File: config.mk
export PLATFORM = sky130hd
export DESIGN_NAME = lfa_ctrl
export DESIGN_NICKNAME = d
export VERILOG_FILES = /design/src/rtl/lfa_pkg.sv /design/src/rtl/lfa_ctrl.sv
export SDC_FILE = /design/constraint.sdc
export NUM_CORES = 1
export LEC_CHECK = 0
export BUFFER_PORTS_ARGS = -buffer_cell sky130_fd_sc_hd__buf_2
export CAP_MARGIN = 20
export CORE_UTILIZATION = 32
export DETAILED_ROUTE_END_ITERATION = 12
export GPL_TIMING_DRIVEN = 0
export PLACE_DENSITY = 0.63
export RECOVER_POWER = 50
export SKIP_LAST_GASP = 1
export SLEW_MARGIN = 10
export SYNTH_ARGS = -nofsm -noshare
export SYNTH_HDL_FRONTEND = slang
export SYNTH_SLANG_ARGS = --single-unit
File: constraint.sdc
create_clock -name clk -period 1.4 [get_ports clk]
set_clock_uncertainty 0.1 [all_clocks]
set_input_delay 0.28 -clock clk [delete_from_list [all_inputs] [get_ports clk]]
set_output_delay 0.28 -clock clk [all_outputs]
set_load 0.01 [all_outputs]
File: src/rtl/lfa_pkg.sv
// Shared types, codes and helper functions for the LIFO free-list slot allocator.
package lfa_pkg;

  // Bus widths of the streaming ports.
  localparam int IN_DATA_W  = 16;
  localparam int OUT_DATA_W = 136;

  // The active map is kept as rows of this many flags.
  localparam int MAP_WORD_W = 32;
  localparam int MAP_BIT_W  = $clog2(MAP_WORD_W);

  typedef enum logic [1:0] {
    MODE_ALLOC  = 2'd0,
    MODE_FREE   = 2'd1,
    MODE_NEXT   = 2'd2,
    MODE_REWIND = 2'd3
  } mode_t;

  typedef enum logic [2:0] {
    STAT_OK        = 3'd0,
    STAT_EMPTY     = 3'd1,
    STAT_RANGE     = 3'd2,
    STAT_INACTIVE  = 3'd3,
    STAT_EXHAUSTED = 3'd4
  } status_t;

  // Controller states.
  typedef enum logic [3:0] {
    S_IDLE,
    S_FETCH,
    S_ALLOC_MAP,
    S_ALLOC_UPD,
    S_FREE_UPD,
    S_SCAN1,
    S_SCAN2,
    S_CHECK,
    S_MORE,
    S_OUT
  } state_t;

  // Datapath operations issued by the controller.
  typedef enum logic [3:0] {
    OP_NONE,
    OP_LOAD,
    OP_FETCH,
    OP_ALLOC_MAP,
    OP_ALLOC_UPD,
    OP_FREE_UPD,
    OP_SCAN1,
    OP_SCAN2,
    OP_CHECK,
    OP_MORE,
    OP_OUT
  } dp_op_t;

  // Conditions the datapath reports back to the controller.
  typedef struct packed {
    mode_t mode;
    logic  depth_zero;
    logic  slot_bad;
    logic  pos_end;
    logic  bit_set;
    logic  word_hit;
    logic  row_hit;
  } dp_flags_t;

  // Event counter increment that sticks at the maximum.
  function automatic logic [31:0] sat_inc(input logic [31:0] v);
    sat_inc = (v == 32'hFFFF_FFFF) ? v : v + 32'd1;
  endfunction

  // Index of the lowest set bit of a map row, zero when the row is empty.
  function automatic logic [MAP_BIT_W-1:0] first_set(input logic [MAP_WORD_W-1:0] w);
    logic [MAP_BIT_W-1:0] idx;
    idx = '0;
    for (int i = MAP_WORD_W - 1; i >= 0; i--) begin
      if (w[i]) idx = MAP_BIT_W'(i);
    end
    first_set = idx;
  endfunction

endpackage

File: src/rtl/lfa_ctrl.sv
// Controller: sequences each item through the datapath and owns the output valid flag.
module lfa_ctrl import lfa_pkg::*; (
  input  logic      clk,
  input  logic      rst,
  input  logic      s_tvalid,
  output logic      s_tready,
  output logic      m_tvalid,
  input  logic      m_tready,
  input  dp_flags_t flags,
  output dp_op_t    op
);

  state_t state;
  state_t state_next;
  logic   m_tvalid_next;
  logic   out_free;

  assign out_free = !m_tvalid || m_tready;

  // State and output valid registers.
  always_ff @(posedge clk) begin
    if (rst) begin
      state    <= S_IDLE;
      m_tvalid <= 1'b0;
    end else begin
      state    <= state_next;
      m_tvalid <= m_tvalid_next;
    end
  end

  // Next state.
  always_comb begin
    state_next = state;
    case (state)
      S_IDLE: if (s_tvalid) state_next = S_FETCH;
      S_FETCH: begin
        case (flags.mode)
          MODE_ALLOC: state_next = flags.depth_zero ? S_CHECK : S_ALLOC_MAP;
          MODE_FREE:  state_next = flags.slot_bad ? S_CHECK : S_FREE_UPD;
          MODE_NEXT:  state_next = flags.pos_end ? S_CHECK : S_SCAN1;
          default:    state_next = S_CHECK;
        endcase
      end
      S_ALLOC_MAP: state_next = S_ALLOC_UPD;
      S_ALLOC_UPD: state_next = S_CHECK;
      S_FREE_UPD:  state_next = S_CHECK;
      S_SCAN1: begin
        state_next = (!flags.word_hit && flags.row_hit) ? S_SCAN2 : S_CHECK;
      end
      S_SCAN2: state_next = S_CHECK;
      S_CHECK: state_next = S_MORE;
      S_MORE:  state_next = S_OUT;
      S_OUT:   if (out_free) state_next = S_IDLE;
      default: state_next = S_IDLE;
    endcase
  end

  // Outputs: datapath operation, input ready and output valid.
  always_comb begin
    op            = OP_NONE;
    s_tready      = 1'b0;
    m_tvalid_next = m_tvalid && !m_tready;
    case (state)
      S_IDLE: begin
        s_tready = 1'b1;
        if (s_tvalid) op = OP_LOAD;
      end
      S_FETCH:     op = OP_FETCH;
      S_ALLOC_MAP: op = OP_ALLOC_MAP;
      S_ALLOC_UPD: op = OP_ALLOC_UPD;
      S_FREE_UPD:  op = OP_FREE_UPD;
      S_SCAN1:     op = OP_SCAN1;
      S_SCAN2:     op = OP_SCAN2;
      S_CHECK:     op = OP_CHECK;
      S_MORE:      op = OP_MORE;
      S_OUT: begin
        if (out_free) begin
          op            = OP_OUT;
          m_tvalid_next = 1'b1;
        end
      end
      default: op = OP_NONE;
    endcase
  end

endmodule

Yosys cells after proc, flatten, opt, wreduce, memory -nomap -nowiden
Index checks and enable logic that the tools add are counted.

Register bits after elaboration: 5. Input port bits: 12. Output and inout bits: 6. Word-level logic and storage cells: 39.

Equality and inequality tests: 13. Muxes and demuxes: 14. Reduce and logical (&&, ||, !) cells: 10.

Operators with widths (number): $pmux 4 s10 (1); $pmux 4 s8 (1); $eq 4x3->1 const B (4); $mux 4 (3); $pmux 3 s3 (1); $eq 4x2->1 const B (2); $eq 4x4->1 const B (2); $mux 1 (5); $eq 4x1->1 const B (1); $logic_not 4->1 (1); $mux 2 (2); $ne 2x2->1 const B (2); $logic_not 1->1 (3); $mux 3 (1); $reduce_or 3->1 (1); $eq 2x1->1 const B (1); $eq 2x2->1 const B (1); $logic_and 1x1->1 (2); $logic_not 2->1 (1); $reduce_and 2->1 (1); $logic_or 1x1->1 (1).

Depth between registers and ports, before layout
Depth in word-level cells: 4. Depth in mapped cells: 5. Gate-level depth less buffers: 5.

Worst setup path after synthesis
No wires, ideal clock.

Kind: flip-flop to output port. From: register state[1]. To: output port op[0]. Arrival time: 1054 ps. Data required time: 1020 ps. Slack: -34 ps. Stages on the path, launching flop included: 5. Path buffers: 1. Cells stage by stage: dfxtp_1 > buf_6 > nor2_2 > inv_1 > a211oi_1.

Longest elaborated chain between the ends: 2. Elaborated cells on any way between the ends: 11. Classes of those cells: eq/ne (9); mux (1); reduce/logical (1).

RTL lines: from (decl) (line lfa_ctrl.sv:13) `state_t state;`; from (signal assigned) (line lfa_ctrl.sv:26) `state <= state_next;`; $eq 4x4->1, or another cell as far along (line lfa_ctrl.sv:63) `case (state)`; $pmux 4 s10 * (line lfa_ctrl.sv:63); to (decl) (line lfa_ctrl.sv:10) `output dp_op_t op`.

Every way passes the cells marked *; elsewhere a longest branch is shown, timed or not.

Worst setup path after layout
From: register state[0]. To: output port op[3].

Same word-level chain as after synthesis.

==> flow_summary.yaml <==
outcome:
  violations: "setup timing"
  outcome: "complete, but fails checks"
grt:
  use_met1: 0.184
  antenna_found_initial: 0
  grt_pass1_wl_mm: 1.85
  global_route.usage.met3: 0.0500
  grt_usage: 0.176
  grt.busiest_layer: "met2"
  grt_pass1_vias: 467
  grtUsageMet2: 0.313
  grt_start_max_net_pins: 11
  grt_overflow: 0
routing:
  ant_nets: 0
  drt_first_iter_violations: 5
  wirelength_mm: 1.33
  drcViolationCount: 0
  dr.pass1.iters: 4
  via_per_inst: 5.06
  vias: 526
  wl_per_cell_um: 12.7
setup_path:
  crit_end: "op[3]"
  crit_required_ns: 1.02
  worstPathArrival_ns: 1.21
  setup.worst_path.class: "register to primary output"
  rr_endpoint: "state[0]"
  crit_fanout: 7
  r2r_cells: 4
  crit_path_end_kind: "primary output"
  r2r-start: "state[2]"
  cp-startpoint: "state[0]"
  startpoint_type: "register"
  regToRegSetupSlack_ns: 0.07
die:
  dieArea_sq_mm: 0.00165
  core_sq_mm: 0.00135
  fp.dieW_um: 40.6
  initial_core_util: 0.353
  io_pins: 18
  rows: 13
  die_h_um: 40.6
sta:
  slew_violations: 0
  setup_ws_ns: -0.190
  min_period_ns: 1.59
  rsz0062_at_grt: "yes"
  finalSetupViolCount: 5
  fmax_mhz: 629
  hold_ws_ns: 0.157
  hold_viol_final: 0
  tightest_slew_ns: 0.298
  relSlewSlack: 0.800
  finalCritPeriodShare: 1.14
cells_and_area:
  n_antenna_cell: 0
  stdcell_count: 104
  areaGrowthSynthToFinish_pct: 62.5
  final_util: 0.574
  final_nets: 106
  layout-drive-gt1-share: 0.584
clock_network:
  clock-sinks: 5
  cts_tree: "yes"
  cts_htree_levels: 1
  postCtsHoldBufs: 0
  clock_path_buffers: 2
  clk_pin_slew_worst_paths_ns: 0.04
  numCtsBuffers: 3
  cts_root_buf: "clkbuf_4"
  clk_latency_ns: 0.25
power:
  powerDensity_mw_per_mm2: 1080
  leakage_nw: 0.378
  p_total_w: 0.000834
  peakVddDrop_mv: 0.342
logic_synthesis:
  yosys_register_bits: 5
  yosys_warnings: 0
  ys.flop_type: "dfxtp_1"
  synth_top_area_share: 0.210
  synth-edff-count: 0
  synth-xor-area-share: 0.0184
  synthSimpleGateAreaFrac: 0.202
  synth_area_leaders: "dfxtp_1 21%, ha_1 10%, a2111oi_4 5.8%"
  synth_nets: 72
  synth_top_family_by_area: "compound AO/OA/AOI/OAI gates"
  netlist_area_sq_um: 477
  synthAdderAreaFrac: 0.105
  synth_top_area_cell: "dfxtp_1"
  synth_area_per_cell_sq_um: 8.51
  seq_area_frac_synth: 0.210
  syn_inst: 56
  synthMuxAreaShare: 0
  async_reset_ff_frac: 0
  synth-compound-area-share: 0.341
  yosysUniqueCellTypes: 30
placement:
  dp_hpwl_um: 743
  place_congestion: 0.706
  place_inst: 87
  place_ws_ns: -0.106
  port_buffers: 16
worst_hold_path:
  min-delay-path-class: "input pin to register"
flow_run:
  cap_violations: 0
[state kept, by name, indices dropped and copies added, names as in the netlist]
| register | cells |
|---|---|
| m_tvalid | 1 |
| state | 4 |
[stage by stage]
| stage | area [sq um] | setup TNS (ns) |
|---|---|---|
| after floorplan | 477 | -0.0641 |
| after global placement | 576 | -0.399 |
| after detailed placement | 576 | -0.399 |
| after CTS | 736 | -0.737 |
| after global routing | 774 | -0.985 |
| final | 774 | -0.732 |
[worst min path at each step]
stage | start | to | slack [ns] | cells after the start
2_1_floorplan | rst | m_tvalid | 0.25 | 1
3_3_place_gp | rst | m_tvalid | 0.40 | 2
3_5_place_dp | rst | m_tvalid | 0.41 | 2
4_1_cts | rst | m_tvalid | 0.15 | 2
5_1_grt | rst | m_tvalid | 0.17 | 2
6_report | rst | m_tvalid | 0.16 | 2
[per-layer routing]
layer | vias to the layer above | part of all wire
met3 | 2 | 0.036
met2 | 16 | 0.52
met1 | 241 | 0.42
met4 | 0 | 0.018
li1 | 267 | -
met5 | - | 0
[cell usage after synthesis (all sizes together), types with 2 or more instances]
library cell and number:
nand2 2, inv 7, nor2b 3, nor2 5, and2 2, o31ai 2, nor4 2, o21ai 3
a21o 2, buf 4, dfxtp 5, ha 4, a211oi 2, a21oi 2
[repair_timing]
item / in CTS / in global routing
setup buffers: 8 / 3
gates cloned: 2 / 0
pin swaps: 3 / 3
resized for setup: 18 / 5
setup endpoints to repair: 5 / 5
[logic make-up (layout without fill, tap and decap cells)]
group,count (synthesis),count (layout)
xor+xnor,1,1
flops,5,5
fa+ha+maj,4,4
buf+inv,11,44
simple gates,16,16
compound gates,19,19
[critical path, cell delays in order (launching register included)]
cell and delay (ns):
dfxtp_2 0.32, buf_6 0.13, and2_1 0.15, o31ai_2 0.20, buf_2 0.16
[layout make-up]
| type | instances | area [sq um] |
|---|---|---|
| Buffer | 4 | 48.8 |
| Fill cell | 132 | 576 |
| Inverter | 7 | 26.3 |
| Tap cell | 15 | 18.8 |
| Multi-Input combinational cell | 40 | 372 |
| Timing Repair Buffer | 29 | 175 |
| Sequential cell | 5 | 108 |
| Clock buffer | 4 | 26.3 |
[where the power goes]
group | internal (W) | switching [W]
clock network | 0.000108 | 0.0000621
logic | 0.000249 | 0.000237
registers | 0.000163 | 0.0000148
total | 0.000520 | 0.000314
[layout by cell type (no fill, tap or decap)]
cell	instances
a2111oi_4	1
a211o_1	1
a211oi_1	1
a211oi_2	1
a21o_1	2
a21oi_1	2
a221oi_2	1
a22o_1	1
a311o_1	1
a31oi_1	1
and2_0	1
and2_1	1
buf_2	17
buf_4	10
buf_6	4
buf_8	1
clkbuf_1	2
clkbuf_4	3
dfxtp_1	1
dfxtp_2	3
dfxtp_4	1
ha_1	4
inv_1	5
inv_2	2
nand2_1	1
nand2_4	1
nand2b_1	1
nand4_1	1
nor2_1	4
nor2_4	1
nor2b_2	2
nor2b_4	1
nor4_4	2
o211ai_1	1
o21ai_0	3
o311ai_0	1
o31ai_1	1
o31ai_2	1
xnor2_1	1
No activity file was read; power rests on OpenSTA's default activity.
